[src/rtl/irpwc_pkg.sv]
// Shared types and constants for the IR pulse width capture block.
// No dependencies; imported by every module of the block.
package irpwc_pkg;

  localparam int unsigned BUFFER_DEPTH_DEFAULT = 128;

  localparam logic [15:0] GAP_TICKS_RESET   = 16'd500;
  localparam logic [7:0]  MAX_ENTRIES_RESET = 8'd88;
  localparam logic        MARK_LEVEL_RESET  = 1'b0;

  // Idle counter holds just below saturation
  localparam logic [15:0] IDLE_HOLD_TICKS = 16'd65534;
  localparam logic [15:0] IDLE_BACK_TICKS = 16'd65533;

  localparam int unsigned PADDR_W = 4;

  // Register indexes (byte address / 4)
  localparam logic [1:0] REG_GAP_TICKS   = 2'd0;
  localparam logic [1:0] REG_MAX_ENTRIES = 2'd1;
  localparam logic [1:0] REG_MARK_LEVEL  = 2'd2;

  typedef enum logic [1:0] {
    PH_IDLE  = 2'd0,
    PH_MARK  = 2'd1,
    PH_SPACE = 2'd2,
    PH_STOP  = 2'd3
  } phase_t;

  localparam logic [1:0] KIND_GAP   = 2'd0;
  localparam logic [1:0] KIND_MARK  = 2'd1;
  localparam logic [1:0] KIND_SPACE = 2'd2;

  typedef struct packed {
    logic [15:0] gap_ticks;
    logic [7:0]  max_entries;
    logic        mark_level;
  } cfg_t;

  typedef struct packed {
    logic ir_level;
    logic rearm;
  } sample_t;

  typedef struct packed {
    logic [15:0] width_ticks;
    logic [6:0]  entry_index;
    logic [1:0]  width_kind;
    logic        frame_done;
    logic [7:0]  entry_count;
  } result_t;

endpackage

[src/rtl/irpwc_cfg.sv]
// APB-style register file for the IR pulse width capture block.
// Depends on irpwc_pkg (cfg_t, register indexes, reset values).
module irpwc_cfg
  import irpwc_pkg::*;
(
  input  logic               clk,
  input  logic               rst,
  input  logic               psel,
  input  logic               penable,
  input  logic               pwrite,
  input  logic [PADDR_W-1:0] paddr,
  input  logic [31:0]        pwdata,
  output logic [31:0]        prdata,
  output logic               pready,
  output cfg_t               cfg
);

  logic       wr_en;
  logic [1:0] reg_idx;

  assign pready  = 1'b1;
  assign reg_idx = paddr[3:2];
  assign wr_en   = psel && penable && pwrite;

  always_ff @(posedge clk) begin
    if (rst) begin
      cfg.gap_ticks   <= GAP_TICKS_RESET;
      cfg.max_entries <= MAX_ENTRIES_RESET;
      cfg.mark_level  <= MARK_LEVEL_RESET;
    end else if (wr_en) begin
      case (reg_idx)
        REG_GAP_TICKS:   cfg.gap_ticks   <= pwdata[15:0];
        REG_MAX_ENTRIES: cfg.max_entries <= pwdata[7:0];
        REG_MARK_LEVEL:  cfg.mark_level  <= pwdata[0];
        default: ;
      endcase
    end
  end

  always_comb begin
    case (reg_idx)
      REG_GAP_TICKS:   prdata = {16'd0, cfg.gap_ticks};
      REG_MAX_ENTRIES: prdata = {24'd0, cfg.max_entries};
      REG_MARK_LEVEL:  prdata = {31'd0, cfg.mark_level};
      default:         prdata = 32'd0;
    endcase
  end

endmodule

[src/rtl/irpwc_core.sv]
// Capture state machine, width buffer and result register.
// Depends on irpwc_pkg (phase_t, sample_t, result_t, cfg_t, constants).
module irpwc_core
  import irpwc_pkg::*;
#(
  parameter int unsigned BUFFER_DEPTH = BUFFER_DEPTH_DEFAULT
) (
  input  logic    clk,
  input  logic    rst,
  input  cfg_t    cfg,
  input  logic    sample_valid,
  output logic    sample_ready,
  input  sample_t sample,
  output logic    result_valid,
  input  logic    result_ready,
  output result_t result
);

  localparam int unsigned AW = (BUFFER_DEPTH > 1) ? $clog2(BUFFER_DEPTH) : 1;
  localparam logic [15:0] DEPTH16 = 16'(BUFFER_DEPTH);

  phase_t      phase, phase_next;
  logic [15:0] tick_count, tick_count_next;
  logic [7:0]  stored_count, stored_count_next;

  logic [15:0] width_store [BUFFER_DEPTH];

  logic        accept;
  logic        is_mark;
  phase_t      ph_cur;
  logic [7:0]  sc_cur;
  logic [15:0] tc_inc;
  logic        full;
  logic        emit;
  logic        do_store;
  result_t     res_next;
  logic [AW-1:0] wr_addr;

  assign sample_ready = !result_valid || result_ready;
  assign accept       = sample_valid && sample_ready;
  assign is_mark      = (sample.ir_level == cfg.mark_level);
  assign wr_addr      = AW'(sc_cur);

  always_comb begin
    ph_cur = sample.rearm ? PH_IDLE : phase;
    sc_cur = sample.rearm ? 8'd0 : stored_count;
    tc_inc = tick_count + 16'd1;
    full   = (sc_cur >= cfg.max_entries) || ({8'd0, sc_cur} >= DEPTH16);

    phase_next        = ph_cur;
    stored_count_next = sc_cur;
    tick_count_next   = tc_inc;
    emit              = 1'b0;
    do_store          = 1'b0;
    res_next          = '0;

    if (full && ph_cur != PH_STOP) begin
      phase_next           = PH_STOP;
      emit                 = 1'b1;
      res_next.frame_done  = 1'b1;
      res_next.entry_count = sc_cur;
    end else begin
      case (ph_cur)
        PH_IDLE: begin
          if (is_mark) begin
            if (tc_inc < cfg.gap_ticks) begin
              tick_count_next = 16'd0;
            end else begin
              // idle always holds a zero count, so the gap lands at entry 0
              phase_next          = PH_MARK;
              do_store            = 1'b1;
              res_next.width_kind = KIND_GAP;
            end
          end else if (tc_inc == IDLE_HOLD_TICKS) begin
            tick_count_next = IDLE_BACK_TICKS;
          end
        end
        PH_MARK: begin
          if (!is_mark) begin
            phase_next          = PH_SPACE;
            do_store            = 1'b1;
            res_next.width_kind = KIND_MARK;
          end
        end
        PH_SPACE: begin
          if (is_mark) begin
            phase_next          = PH_MARK;
            do_store            = 1'b1;
            res_next.width_kind = KIND_SPACE;
          end else if (tc_inc > cfg.gap_ticks) begin
            phase_next           = PH_STOP;
            emit                 = 1'b1;
            res_next.frame_done  = 1'b1;
            res_next.entry_count = sc_cur;
          end
        end
        default: begin
          if (is_mark) tick_count_next = 16'd0;
        end
      endcase

      if (do_store) begin
        emit                 = 1'b1;
        stored_count_next    = sc_cur + 8'd1;
        tick_count_next      = 16'd0;
        res_next.width_ticks = tc_inc;
        res_next.entry_index = sc_cur[6:0];
        res_next.entry_count = sc_cur + 8'd1;
      end
    end
  end

  always_ff @(posedge clk) begin
    if (rst) begin
      phase        <= PH_IDLE;
      tick_count   <= 16'd0;
      stored_count <= 8'd0;
    end else if (accept) begin
      phase        <= phase_next;
      tick_count   <= tick_count_next;
      stored_count <= stored_count_next;
    end
  end

  // store index is below the limit, hence inside the buffer
  always_ff @(posedge clk) begin
    if (accept && do_store) width_store[wr_addr] <= tc_inc;
  end

  always_ff @(posedge clk) begin
    if (rst) begin
      result_valid <= 1'b0;
    end else if (accept && emit) begin
      result_valid <= 1'b1;
    end else if (result_ready) begin
      result_valid <= 1'b0;
    end
  end

  always_ff @(posedge clk) begin
    if (accept && emit) result <= res_next;
  end

endmodule

[src/rtl/ir_pulse_width_capture.sv]
// Top level of the IR pulse width capture block.
// Depends on irpwc_pkg, irpwc_cfg and irpwc_core.
//
// Usage:
//  - sample channel (sample_valid/sample_ready/sample): one transaction per
//    receiver tick, carrying the sampled pin level and a rearm flag. Rearm
//    drops capture back to idle before that tick is handled.
//  - result channel (result_valid/result_ready/result): zero or one
//    transaction per tick, holding a stored mark or space width (or the
//    leading gap) with its buffer position, or a frame_done stop marker.
//  - APB-style port: gap_ticks at 0x0, max_entries at 0x4, mark_level at 0x8.
//    Write only while the block is idle; pready is tied high.
// Timing:
//  - one tick per clock sustained; the tick's whole update is one pass of
//    logic from the state registers into the result register.
//  - result_valid rises in the cycle after the sample is taken.
//  - the result register frees in the cycle it is taken, so sample_ready
//    stays high while results are drained each cycle. If the receiver stalls
//    with a result pending, sample_ready drops until it is taken.
// Reset (rst, synchronous): idle, counters zero, registers at their defaults.
// The width buffer holds no reset value; it is written only.
module ir_pulse_width_capture
  import irpwc_pkg::*;
#(
  parameter int unsigned BUFFER_DEPTH = BUFFER_DEPTH_DEFAULT
) (
  input  logic               clk,
  input  logic               rst,
  input  logic               sample_valid,
  output logic               sample_ready,
  input  sample_t            sample,
  output logic               result_valid,
  input  logic               result_ready,
  output result_t            result,
  input  logic               psel,
  input  logic               penable,
  input  logic               pwrite,
  input  logic [PADDR_W-1:0] paddr,
  input  logic [31:0]        pwdata,
  output logic [31:0]        prdata,
  output logic               pready
);

  cfg_t cfg;

  // Register file
  irpwc_cfg u_cfg (
    .clk     (clk),
    .rst     (rst),
    .psel    (psel),
    .penable (penable),
    .pwrite  (pwrite),
    .paddr   (paddr),
    .pwdata  (pwdata),
    .prdata  (prdata),
    .pready  (pready),
    .cfg     (cfg)
  );

  // Capture engine with its result register
  irpwc_core #(
    .BUFFER_DEPTH (BUFFER_DEPTH)
  ) u_core (
    .clk          (clk),
    .rst          (rst),
    .cfg          (cfg),
    .sample_valid (sample_valid),
    .sample_ready (sample_ready),
    .sample       (sample),
    .result_valid (result_valid),
    .result_ready (result_ready),
    .result       (result)
  );

endmodule

[config.mk]
export PLATFORM = sky130hd
export DESIGN_NAME = ir_pulse_width_capture
export DESIGN_NICKNAME = d
export VERILOG_FILES = /design/src/rtl/irpwc_pkg.sv /design/src/rtl/irpwc_cfg.sv /design/src/rtl/irpwc_core.sv /design/src/rtl/ir_pulse_width_capture.sv
export SDC_FILE = /design/constraint.sdc
export NUM_CORES = 1
export LEC_CHECK = 0
export BUFFER_PORTS_ARGS = -buffer_cell sky130_fd_sc_hd__buf_2
export CORE_ASPECT_RATIO = 1.5
export CORE_MARGIN = 5
export CORE_UTILIZATION = 59
export DETAILED_ROUTE_END_ITERATION = 10
export PLACE_DENSITY_LB_ADDON = 0.3
export SYNTH_ARGS = -nofsm -noshare
export SYNTH_HDL_FRONTEND = slang
export SYNTH_SLANG_ARGS = --single-unit
[constraint.sdc]
create_clock -name clk -period 9.3 [get_ports clk]
set_input_delay 0 -clock clk [delete_from_list [all_inputs] [get_ports clk]]
set_output_delay 0 -clock clk [all_outputs]
set_load 0.05 [all_outputs]
==> impl_results.md, run 1 <==
- # setup viols final: 0
- Synth Area in Adders: 0.07502
- Post-synth top area share: 0.2014
- Ports: 114
- RSZ-0062 raised after global routing: no
- Pins Over Slew Limit: 0
- Most common cell after layout, fill and taps aside: buf_2
- Starting Density: 0.6071
- Worst Hold Launch: result_ready
- Port Buffers: 78
- CP Data Arrival Time: 5.46 ns
- Via count: roughly 4700
- First-pass GRT wire length: 21510 um
- Clock Sink Count: 86
- CTS Buf Count: 9
- CTS tree: yes
- Vias in the first global route: 4434
- Setup_tns: 0 ns
- Post-DP HPWL: 9488 um
- Worst setup slack after layout: 4.089 ns
- Setup bufs post-CTS: 0
- Fin Clk Skew: 0.005677 ns
- Cell count after synthesis: 609
- 1st-iter DRT viols: 345
- Cells along the critical path: ha_1 > nand2_1 > nor2_1 > nand3_1 > nor2_1 > xnor2_1 > inv_1 > ha_1 > nand4_1 > nor4_2 > a21bo_1 > a41o_1 > a211o_1 > or4_4 > a311oi_2
- H-tree Lvls: 3
- Post-Synth XOR/XNOR Area: 0.03049
- Slew at the pin closest to its max-slew limit: 1.045 ns
- DRC: 0
- Compound-Gate Fraction of Synth Area: 0.1510
- Number of diodes: 0
- Area contributors post-synth: dfxtp_1 (20%), edfxtp_1 (20%), ha_1 (7.5%)
- Worst hold endpoint: u_core.result_valid$_SDFFE_PP0P_
- Min-Delay Path Depth: 3
- Register-to-register setup slack: 4.09 ns
- Global Route Usage Sum: 0.2477
- # fillers: about 700
- Avg Cell Area, Syn: between 8 and 9 um2
- DR vias/cell: around 5.9
- Max Fclk: 0.1919 GHz
- Largest family of logic cells by synthesized area: simple AND/OR/NAND/NOR gates
- Commonest non-fill, non-tap cells in the layout: buf_2 (78), nand2_1 (71), nor2_1 (52), dfxtp_1 (52), inv_1 (48)
- Die X: 86.43 um
- Worst skew pair latency: 0.34 ns
- Dpl cells: between 700 and 800
- Reg2reg start: u_core.tick_count[0]$_SDFFE_PP0P_
- Largest net degree at the start of global routing: 35
- Setup crit start kind: register
- Post-synth EDFFs: 34
- Worst-case hold slack: 0.08954 ns
- Sw Pwr: 0.2603 mW
- Critical path endpoint category: register
- Initial antenna violation count: 0
- Reg-to-Reg End: u_core.stored_count[7]$_SDFFE_PP0P_
- Wire length per cell: 16.47 um
- Area grow syn2layout: 15.59%
- Maximum vdd ir drop: 0.1017 mV
- Period utilization: 0.5603
- Synth Register Bits: 86
- Hold crit path type: input pin to register
- Non-Filler Instances: 797
- Max clock buf depth: 2
- Leak: between 2 and 3 nW
- Max-slew headroom: 0.3035
- Worst EP required: 9.55 ns
- Slowest cell on crit path: a211o_1
- Asr flop ratio synth: 0
- Post-synth top flop: dfxtp_1
- GR Overflow Total: 0
- Final hold viol count: 0
- Clock power frac: 0.372
- Area of the multi-input gates: 0.002748 mm2
- Cell variety after synth: 57
- Final Wtd Congestion: ~0.89
- Post-synthesis simple-gate area fraction: 0.2321
- Die Ht: 124.6 um
- Crit-path max cell delay: around 0.70 ns
- Status: finished, final reports clean
- Cell area after synthesis: 0.005170 mm2
- Switching fraction of total power: 0.2955
- DR pass1 iterations: 5
- CORE AREA: ~0.0085 mm2
- R2r worst-path depth: 15
- Setup WS pre-CTS: around 4.1 ns
- Maxcap violations: 0
- Mux cell area share after synthesis: 0.02904
- WS Path Type: register to register
- Crit path max fanout: 34
- CTS root buf: clkbuf_16
- Combinational Power Share: 0.161
- Fin nets: 761
- Tmin final: 5.211 ns
- Layout cells sized above 1: 0.1464
- Rows: 41
- Detail Route Antenna Nets: 0
- Reg area: 0.002062 mm2
- DRT Wirelength: 13120 um
- Warnings from Yosys: 0
- Pwr dens: 147.4 mW/mm2
- Die area: 0.01077 mm2
- P_int: 0.6206 mW
- Leading area contributor after synthesis: dfxtp_1
- CTS clock-pin slew for the worst setup and hold paths: 0.06 ns
- Sequential fraction of the synthesis area: 0.3988
- Seq pwr share: 0.467
==> per-layer routing <==
metal,GRT usage,share of wire
met1,0.2972,0.39
met2,0.4274,0.50
met3,0.04368,0.074
met4,0.1018,0.030
met5,0,0
==> synthesized netlist by cell type (6+ instances only) <==
cell       n
nand4_1   10
xor2_1     7
dfxtp_1   52
o21ai_1    6
clkbuf_1  30
o211ai_1  11
xnor2_1   11
o31ai_1    6
and4_1     8
nand2b_1   9
nand3_1   14
ha_1      31
nor2_1    53
nand2_1   71
nor3_1    18
edfxtp_1  34
or4_1      6
o21ai_0   23
buf_4     17
mux2i_1   15
and2_1     6
a211oi_1   9
and3_1    11
inv_1     48
a21oi_1   39
nor2b_1   14
==> final cells by class <==
type / count / area share
clock buffers: 11 / 0.03894
clock inverters: 5 / 0.006072
inverters: 48 / 0.03015
multi-input cells: 442 / 0.4598
flip-flops and latches: 86 / 0.3451
well taps: 107 / 0.02240
repair buffers: 98 / 0.09757
==> worst max-delay path by stage <==
stage                                                endpoint  slack, ns                         startpoint  depth (start not counted)
final                     u_core.stored_count[7]$_SDFFE_PP0P_       4.09  u_core.tick_count[0]$_SDFFE_PP0P_                         15
after global placement    u_core.stored_count[7]$_SDFFE_PP0P_       4.20  u_core.tick_count[0]$_SDFFE_PP0P_                         15
after CTS                 u_core.stored_count[7]$_SDFFE_PP0P_       4.11  u_core.tick_count[0]$_SDFFE_PP0P_                         15
after detailed placement  u_core.stored_count[7]$_SDFFE_PP0P_       4.13  u_core.tick_count[0]$_SDFFE_PP0P_                         15
after floorplan                    u_core.result[0]$_DFFE_PP_       4.13  u_core.tick_count[0]$_SDFFE_PP0P_                         16
after global routing          u_core.result[25]$_SDFFCE_PP0P_       3.68  u_core.tick_count[0]$_SDFFE_PP0P_                         16
==> flip-flops by register name, indices dropped and copies added (netlist names) <==
| signal | cells |
|---|---|
| u_core.tick_count | 16 |
| u_core.stored_count | 8 |
| u_core.result | 34 |
| u_cfg.cfg | 25 |
| u_core.result_valid | 1 |
| u_core.phase | 2 |
==> logic make-up (layout without fill, tap and decap cells) <==
group | Yosys count | count (layout)
and+or+nand+nor | 239 | 239
adders and majority gates | 31 | 31
DFF | 86 | 86
other | 2 | 17
xor gates and xnor gates | 18 | 18
muxes | 15 | 15
AOI/OAI and AO/OA | 122 | 122
buffers and inverters | 96 | 162
==> what timing repair did <==
action	in CTS	in global routing
hold endpoints to repair	26	0
hold buffers	17	0
resized for setup	0	0
==> stage by stage <==
step | cell area [um2] | utilization | power [mW]
CTS | 5976 | 0.7017 | 0.8846
finish | 5976 | 0.7017 | 0.8809
global placement | 5537 | 0.6502 | 0.5511
floorplan | 5226 | - | 0.5273
global route | 5976 | 0.7017 | 0.9123
detailed placement | 5537 | 0.6502 | 0.5535
==> power groups by stage <==
stage / logic [mW] / clock network, mW / registers [mW]
finish: 0.142 / 0.328 / 0.412
floorplan: 0.0824 / 0 / 0.445
global placement: 0.132 / 0 / 0.419
CTS: 0.140 / 0.333 / 0.411
detailed placement: 0.134 / 0 / 0.420
global route: 0.151 / 0.348 / 0.413
==> critical path, delay by kind of cell (launching register included) <==
kind | cells | cell delay, ns
flip-flops | 1 | 0.60
adder cells (fa/ha/maj) | 2 | 0.72
XOR/XNOR | 1 | 0.20
buffers and inverters | 1 | 0.09
AND/OR/NAND/NOR | 7 | 1.99
AO/OA/AOI/OAI | 4 | 1.50
Note: power is estimated with default switching activity, not from simulation.
==> run 2: changes to the inputs <==
CORE_UTILIZATION = 55   (was 59)
clock period = 4.8 ns   (was 9.3 ns; I/O delays follow)
==> run 2 against run 1 <==
  * Critical path type unchanged
  * Highest routed layer unchanged
  * Count of clock-buffer cells in the layout down 2
  * First-iteration DRC count decreased by 15%
  * Final cell count is 2.1% higher
  * Total power up 100%
  * Worst setup slack got worse by 3.7 ns
  * Non-clock buffer count is 12 higher
  * Critical endpoint unchanged
  * Die area increased by 6.5%
  * Via count grew 1.4%
  * Sequential share of layout area down 0.77 points
  * Fmax is 17% higher
  * Core utilization fell by 3.7 points
  * Sequential power is 92% higher
==> impl_results.md, run 2 (same netlist as run 1, synthesis figures left out) <==
- Layout cells sized above 1: 0.1624 (was 0.1464)
- GR Overflow Total: 0 (unchanged)
- DR pass1 iterations: 5 (unchanged)
- Period utilization: 0.9243 (was 0.5603)
- Global route hottest layer: met2 (unchanged)
- Largest net degree at the start of global routing: 35 (unchanged)
- Final Wtd Congestion: 0.8862 (was 0.8933)
- Post-DP HPWL: 9992 um (was 9488 um)
- Rows: 43 (was 41)
- Die area: 0.01148 mm2 (was 0.01077 mm2)
- CTS clock-pin slew for the worst setup and hold paths: 0.06 ns (about the same)
- Clock Sink Count: 86 (unchanged)
- Commonest non-fill, non-tap cells in the layout: buf_2 (78), nand2_1 (71), nor2_1 (52), dfxtp_1 (52), inv_1 (48) (unchanged)
- Setup bufs post-CTS: 0 (unchanged)
- Tmin final: 4.437 ns (was 5.211 ns)
- Pins Over Slew Limit: 0 (unchanged)
- Status: finished, final reports clean (unchanged)
- PostCTS Resize Cnt: 0 (unchanged)
- Fin nets: 773 (was 761)
- DR vias/cell: 5.838 (was 5.880)
- Detail Route Antenna Nets: 0 (unchanged)
- WS Path Type: register to register (unchanged)
- Biggest register: u_core.result (unchanged)
- Cells along the critical path: nand3_1 > nor2_1 > nand3_1 > nor2_1 > xnor2_1 > inv_1 > ha_1 > nand4_1 > nor4_2 > a21bo_1 > a41o_1 > a211o_1 > or4_4 > a311oi_2 (was ha_1 > nand2_1 > nor2_1 > nand3_1 > nor2_1 > xnor2_1 > inv_1 > ha_1 > nand4_1 > nor4_2 > a21bo_1 > a41o_1 > a211o_1 > or4_4 > a311oi_2)
- Crit path buf inv count: 1 (unchanged)
- Leak: 2.611 nW (was 2.530 nW)
- CTS tree: yes (unchanged)
- Die Ht: 128.7 um (was 124.6 um)
- GR Util met1: 0.2934 (was 0.2972)
- Slowest cell on crit path: dfxtp_1 (was a211o_1)
- Setup WS pre-CTS: 0.4492 ns (was 4.132 ns)
- Slew at the pin closest to its max-slew limit: 0.7743 ns (was 1.045 ns)
- Crit-path max cell delay: 0.52 ns (was 0.70 ns)
- Grt met3 use: 0.04869 (was 0.04368)
- Area grow syn2layout: 18.22% (was 15.59%)
- Hold buffers post-CTS: 17 (unchanged)
- Port Buffers: 78 (unchanged)
- Worst EP required: 5.06 ns (was 9.55 ns)
- Number of diodes: 0 (unchanged)
- Setup_tns: 0 ns (unchanged)
- Delay-heaviest family, CP: simple AND/OR/NAND/NOR gates (unchanged)
- Most common cell after layout, fill and taps aside: buf_2 (unchanged)
- CORE AREA: 0.009200 mm2 (was 0.008516 mm2)
- # fillers: 784 (was 710)
- Vias in the first global route: 4581 (was 4434)
- Global Route Usage Sum: 0.2415 (was 0.2477)
- Wire length per cell: 16.58 um (was 16.47 um)
- CP Data Arrival Time: 4.70 ns (was 5.46 ns)
- Starting Density: 0.5619 (was 0.6071)
- Worst skew pair latency: 0.34 ns (about the same)
- # setup viols final: 0 (unchanged)
- Via count: 4752 (was 4686)
- Final hold viol count: 0 (unchanged)
- Die X: 89.16 um (was 86.43 um)
- Ports: 114 (unchanged)
- Critical path endpoint category: register (unchanged)
- Maxcap violations: 0 (unchanged)
- Setup crit start kind: register (unchanged)
- Pwr dens: 291.9 mW/mm2 (was 147.4 mW/mm2)
- Fin Clk Skew: 0.008244 ns (was 0.005677 ns)
- DRC: 0 (unchanged)
- Initial antenna violation count: 0 (unchanged)
- Met2 usage: 0.4147 (was 0.4274)
- CTS Buf Count: 9 (unchanged)
- H-tree Lvls: 3 (unchanged)
- CTS root buf: clkbuf_16 (unchanged)
- First-pass GRT wire length: 21640 um (was 21510 um)
- RSZ-0062 raised after global routing: no (unchanged)
- Max Fclk: 0.2254 GHz (was 0.1919 GHz)
- Top flop regs: u_core.result: 34 flops, u_cfg.cfg: 25 flops, u_core.tick_count: 16 flops (unchanged)
- Max reg flops: 34 (unchanged)
- Worst setup slack after layout: 0.3633 ns (was 4.089 ns)
- Hold crit path type: input pin to register (unchanged)
- Maximum vdd ir drop: 0.2536 mV (was 0.1017 mV)
- 1st-iter DRT viols: 293 (was 345)
- Max clock buf depth: 2 (unchanged)
- Core Util, Final: 0.6644 (was 0.7017)
- Max-slew headroom: 0.4807 (was 0.3035)
- Crit path max fanout: 10 (was 34)
- DRT Wirelength: 13500 um (was 13120 um)
- Pwr Total: 1.784 mW (was 0.8809 mW)
## run 2: worst reg2reg max path: stages (launching register included)
cell and delay, ns:
dfxtp_1 0.52, nand3_1 0.19, nor2_1 0.37, nand3_1 0.22
nor2_1 0.18, xnor2_1 0.18, inv_1 0.09, ha_1 0.30
nand4_1 0.18, nor4_2 0.36, a21bo_1 0.27, a41o_1 0.29
a211o_1 0.42, or4_4 0.52, a311oi_2 0.26
## run 2: final timing paths
kind,start,to,slack (ns),cells after the start
worst max-delay path,u_core.tick_count[2]$_SDFFE_PP0P_,u_core.stored_count[7]$_SDFFE_PP0P_,0.36,14
worst min-delay path,result_ready,u_core.result_valid$_SDFFE_PP0P_,0.07,3
worst max register to register,u_core.tick_count[2]$_SDFFE_PP0P_,u_core.stored_count[7]$_SDFFE_PP0P_,0.36,14
worst min register to register,u_cfg.cfg[21]$_SDFFE_PP0P_,u_cfg.cfg[21]$_SDFFE_PP0P_,0.45,2
## run 2: report_power, final
group,internal [mW],switching [mW],total [mW]
Sequential,0.783,0.00960,0.793
Combinational,0.0777,0.214,0.292
Clock,0.404,0.295,0.700
Total,1.26,0.519,1.78
## run 2: through the flow
stage / hold WS [ns] / instance area, um2 / instances
global placement: 0.2387 / 5645 / 781
floorplan: 0.1360 / 5229 / 624
finish: 0.07001 / 6112 / 814
global route: 0.1145 / 6112 / 814
CTS: 0.05620 / 6112 / 814
detailed placement: 0.2339 / 5645 / 781
## run 2: final cells by class
class	count	area, um2	area share
clock buffer	9	225.2	0.03685
clock inverter	7	71.32	0.01167
inverter	48	180.2	0.02948
multi-input combinational	442	2748	0.4495
sequential	86	2062	0.3374
tap	112	140.1	0.02293
timing repair buffer	110	685.7	0.1122
## run 2: layer usage
| layer | part of all wire | vias to the layer above | wire (um) |
|---|---|---|---|
| met1 | 0.40 | 2239 | 5396 |
| met5 | 0 | - | 0 |
| met2 | 0.51 | 185 | 6890 |
| met3 | 0.065 | 28 | 884 |
| met4 | 0.024 | 0 | 329 |
| li1 | - | 2300 | - |
==> run 3: changes to the inputs <==
CORE_MARGIN = 2   (was 5)
==> run 3 against run 2 <==
  * Non-clock buffer count fell by 2
  * Wire length fell by 3.1%
  * Largest cell class unchanged
  * Total power fell by 1.2%
  * Count of clock-buffer cells in the layout rose by 3
  * Die area fell by 11%
  * Flip-flop and latch count did not move
  * Highest routed layer unchanged
==> impl_results.md, run 3 (same netlist as run 1, synthesis figures left out) <==
- 1st-iter DRT viols: 364 (was 293)
- Rows: 43 (unchanged)
- Maximum vdd ir drop: 0.2080 mV (was 0.2536 mV)
- Area grow syn2layout: 17.76% (was 18.22%)
- Min-Delay Path Depth: 3 (unchanged)
- Fin nets: 771 (was 773)
- Leak: 2.590 nW (was 2.611 nW)
- Largest net degree at the start of global routing: 35 (unchanged)
- Critical path endpoint category: register (unchanged)
- Tmin final: 4.453 ns (was 4.437 ns)
- Crit-path max cell delay: 0.53 ns (was 0.52 ns)
- DRC: 0 (unchanged)
- WS Path Type: register to register (unchanged)
- Number of diodes: 0 (unchanged)
- Max Fclk: 0.2246 GHz (was 0.2254 GHz)
- Max reg flops: 34 (unchanged)
- Combinational Power Share: 0.164 (about the same)
- Clock Sink Count: 86 (unchanged)
- Dpl cells: 779 (was 781)
- DR pass1 iterations: 5 (unchanged)
- Non-Filler Instances: 812 (was 814)
- # setup viols final: 0 (unchanged)
- Worst setup slack after layout: 0.3470 ns (was 0.3633 ns)
- Detail Route Antenna Nets: 0 (unchanged)
- RSZ-0062 raised after global routing: no (unchanged)
- Met3 Wirelength: 807 um (was 884 um)
- Crit path max fanout: 9 (was 10)
- DR vias/cell: 5.849 (was 5.838)
- Clock power frac: 0.385 (was 0.392)
- Final Wtd Congestion: 0.8878 (was 0.8862)
- Reg2reg start: u_core.tick_count[1]$_SDFFE_PP0P_ (was u_core.tick_count[2]$_SDFFE_PP0P_)
- CP Data Arrival Time: 4.71 ns (was 4.70 ns)
- Period utilization: 0.9277 (was 0.9243)
- Cells along the critical path: ha_1 > nand2_1 > nor2_2 > nand3_1 > nor2_1 > xnor2_1 > inv_1 > ha_1 > nand4_1 > nor4_2 > a21bo_1 > a41o_1 > a211o_1 > or4_4 > a311oi_2 (was nand3_1 > nor2_1 > nand3_1 > nor2_1 > xnor2_1 > inv_1 > ha_1 > nand4_1 > nor4_2 > a21bo_1 > a41o_1 > a211o_1 > or4_4 > a311oi_2)
- Switching fraction of total power: 0.2842 (was 0.2911)
- CTS root buf: clkbuf_16 (unchanged)
- Die Ht: 122.7 um (was 128.7 um)
- Met1 Wirelength: 5198 um (was 5396 um)
- First-pass GRT wire length: 20870 um (was 21640 um)
- P_int: 1.262 mW (was 1.265 mW)
- Setup crit start kind: register (unchanged)
- DRT Wirelength: 13080 um (was 13500 um)
- Status: finished, final reports clean (unchanged)
- Via count: 4749 (was 4752)
- Worst Hold Launch: result_ready (unchanged)
- Port Buffers: 78 (unchanged)
- Crit path buf inv count: 1 (unchanged)
- Final hold viol count: 0 (unchanged)
- Worst skew pair latency: 0.34 ns (about the same)
- CTS clock-pin slew for the worst setup and hold paths: 0.06 ns (about the same)
- # fillers: 747 (was 784)
- Biggest register: u_core.result (unchanged)
- Vias in the first global route: 4434 (was 4581)
- Seq pwr share: 0.451 (was 0.444)
- Worst hold endpoint: u_core.result_valid$_SDFFE_PP0P_ (unchanged)
- Highest routed layer: met4 (unchanged)
- Initial antenna violation count: 0 (unchanged)
- Delay-heaviest family, CP: simple AND/OR/NAND/NOR gates (unchanged)
- Setup_tns: 0 ns (unchanged)
- Die X: 83.16 um (was 89.16 um)
- R2r worst-path depth: 15 (was 14)
- Setup bufs post-CTS: 0 (unchanged)
- Metal2 WL: 6643 um (was 6890 um)
- Worst EP required: 5.06 ns (about the same)
- Worst path most repeated cell: ha_1
- Top flop regs: u_core.result: 34 flops, u_cfg.cfg: 25 flops, u_core.tick_count: 16 flops (unchanged)
- CTS tree: yes (unchanged)
- Maxcap violations: 0 (unchanged)
- Layout cells sized above 1: 0.1586 (was 0.1624)
- Fin area: 0.006088 mm2 (was 0.006112 mm2)
- Setup WS pre-CTS: 0.3301 ns (was 0.4492 ns)
- Register-to-register setup slack: 0.35 ns (was 0.36 ns)
- Slew at the pin closest to its max-slew limit: 0.9688 ns (was 0.7743 ns)
- Pwr dens: 289.5 mW/mm2 (was 291.9 mW/mm2)
- Post-DP HPWL: 9512 um (was 9992 um)
- Fin Clk Skew: 0.006809 ns (was 0.008244 ns)
- Commonest non-fill, non-tap cells in the layout: buf_2 (78), nand2_1 (71), dfxtp_1 (52) (was buf_2 (78), nand2_1 (71), nor2_1 (52), dfxtp_1 (52), inv_1 (48))
- Max-slew headroom: 0.3526 (was 0.4807)
- Global Route Usage Sum: 0.2564 (was 0.2415)
- GR Overflow Total: 0 (unchanged)
- Slowest cell on crit path: or4_4 (was dfxtp_1)
- Max clock buf depth: 2 (unchanged)
- Starting Density: 0.5619 (unchanged)
- Total placed instance area: 0.005630 mm2 (was 0.005645 mm2)
- Reg-to-Reg End: u_core.stored_count[7]$_SDFFE_PP0P_ (unchanged)
- Hold crit path type: input pin to register (unchanged)
- Pins Over Slew Limit: 0 (unchanged)
- Ports: 114 (unchanged)
- Most common cell after layout, fill and taps aside: buf_2 (unchanged)
- Sw Pwr: 0.5008 mW (was 0.5193 mW)
- CORE AREA: 0.009200 mm2 (unchanged)
- Die area: 0.01021 mm2 (was 0.01148 mm2)
- Wire length per cell: 16.11 um (was 16.58 um)
- H-tree Lvls: 3 (unchanged)
- CTS Buf Count: 9 (unchanged)
## run 3: changes by cell type in the layout (fill, tap and decap cells not counted), sizes merged
cell / delta
inv: -2
clkinvlp: +1
buf: -2
clkbuf: +3
clkinv: -2
## run 3: worst max path at each step
| stage | from | end | depth (start not counted) |
|---|---|---|---|
| final | u_core.tick_count[1]$_SDFFE_PP0P_ | u_core.stored_count[7]$_SDFFE_PP0P_ | 15 |
| after global routing | u_core.tick_count[1]$_SDFFE_PP0P_ | u_core.stored_count[7]$_SDFFE_PP0P_ | 15 |
| after CTS | u_core.tick_count[1]$_SDFFE_PP0P_ | u_core.stored_count[7]$_SDFFE_PP0P_ | 15 |
| after detailed placement | u_core.tick_count[1]$_SDFFE_PP0P_ | u_core.stored_count[7]$_SDFFE_PP0P_ | 15 |
| after global placement | u_core.tick_count[1]$_SDFFE_PP0P_ | u_core.stored_count[7]$_SDFFE_PP0P_ | 15 |
| after floorplan | u_core.tick_count[0]$_SDFFE_PP0P_ | u_core.result[0]$_DFFE_PP_ | 16 |
## run 3: cell type report
cell class,count,area (um2),share of cell area
multi-input cells,442,2750,0.4517
flip-flops and latches,86,2062,0.3387
repair buffers,108,670.6,0.1102
clock buffers,12,236.5,0.03884
inverters,48,180.2,0.02959
well taps,112,140.1,0.02302
clock inverters,4,48.80,0.008015
## run 3: repair_timing
item	CTS	global route
endpoints found under the setup margin	0	1
resized for setup	0	1
endpoints found under the hold margin	26	0
hold buffers	17	0
## run 3: power by group through the flow
stage | clock network (mW) | registers, mW | logic [mW]
4_1_cts | 0.688 | 0.794 | 0.287
2_1_floorplan | 0 | 0.861 | 0.160
3_5_place_dp | 0 | 0.810 | 0.275
5_1_grt | 0.714 | 0.796 | 0.309
3_3_place_gp | 0 | 0.808 | 0.270
6_report | 0.679 | 0.794 | 0.289
## run 3: routing by layer
metal	vias to the layer above	global-route usage
li1	2290	-
met1	2221	0.2995
met2	201	0.4441
met3	37	0.05649
met4	0	0.1281
met5	-	0
## run 3: per-stage QoR
step           hold WS, ns  power, mW  utilization
6_report           0.05705      1.763       0.6618
5_1_grt            0.07450      1.819       0.6618
4_1_cts            0.05214      1.769       0.6615
3_5_place_dp        0.2377      1.085       0.6120
3_3_place_gp        0.2380      1.079       0.6120
2_1_floorplan       0.1360      1.022            -
## run 3: worst min-delay path, cell delays in order
cell	delay (ns)
buf_2	0.07
nand2b_1	0.17
o22ai_1	0.11
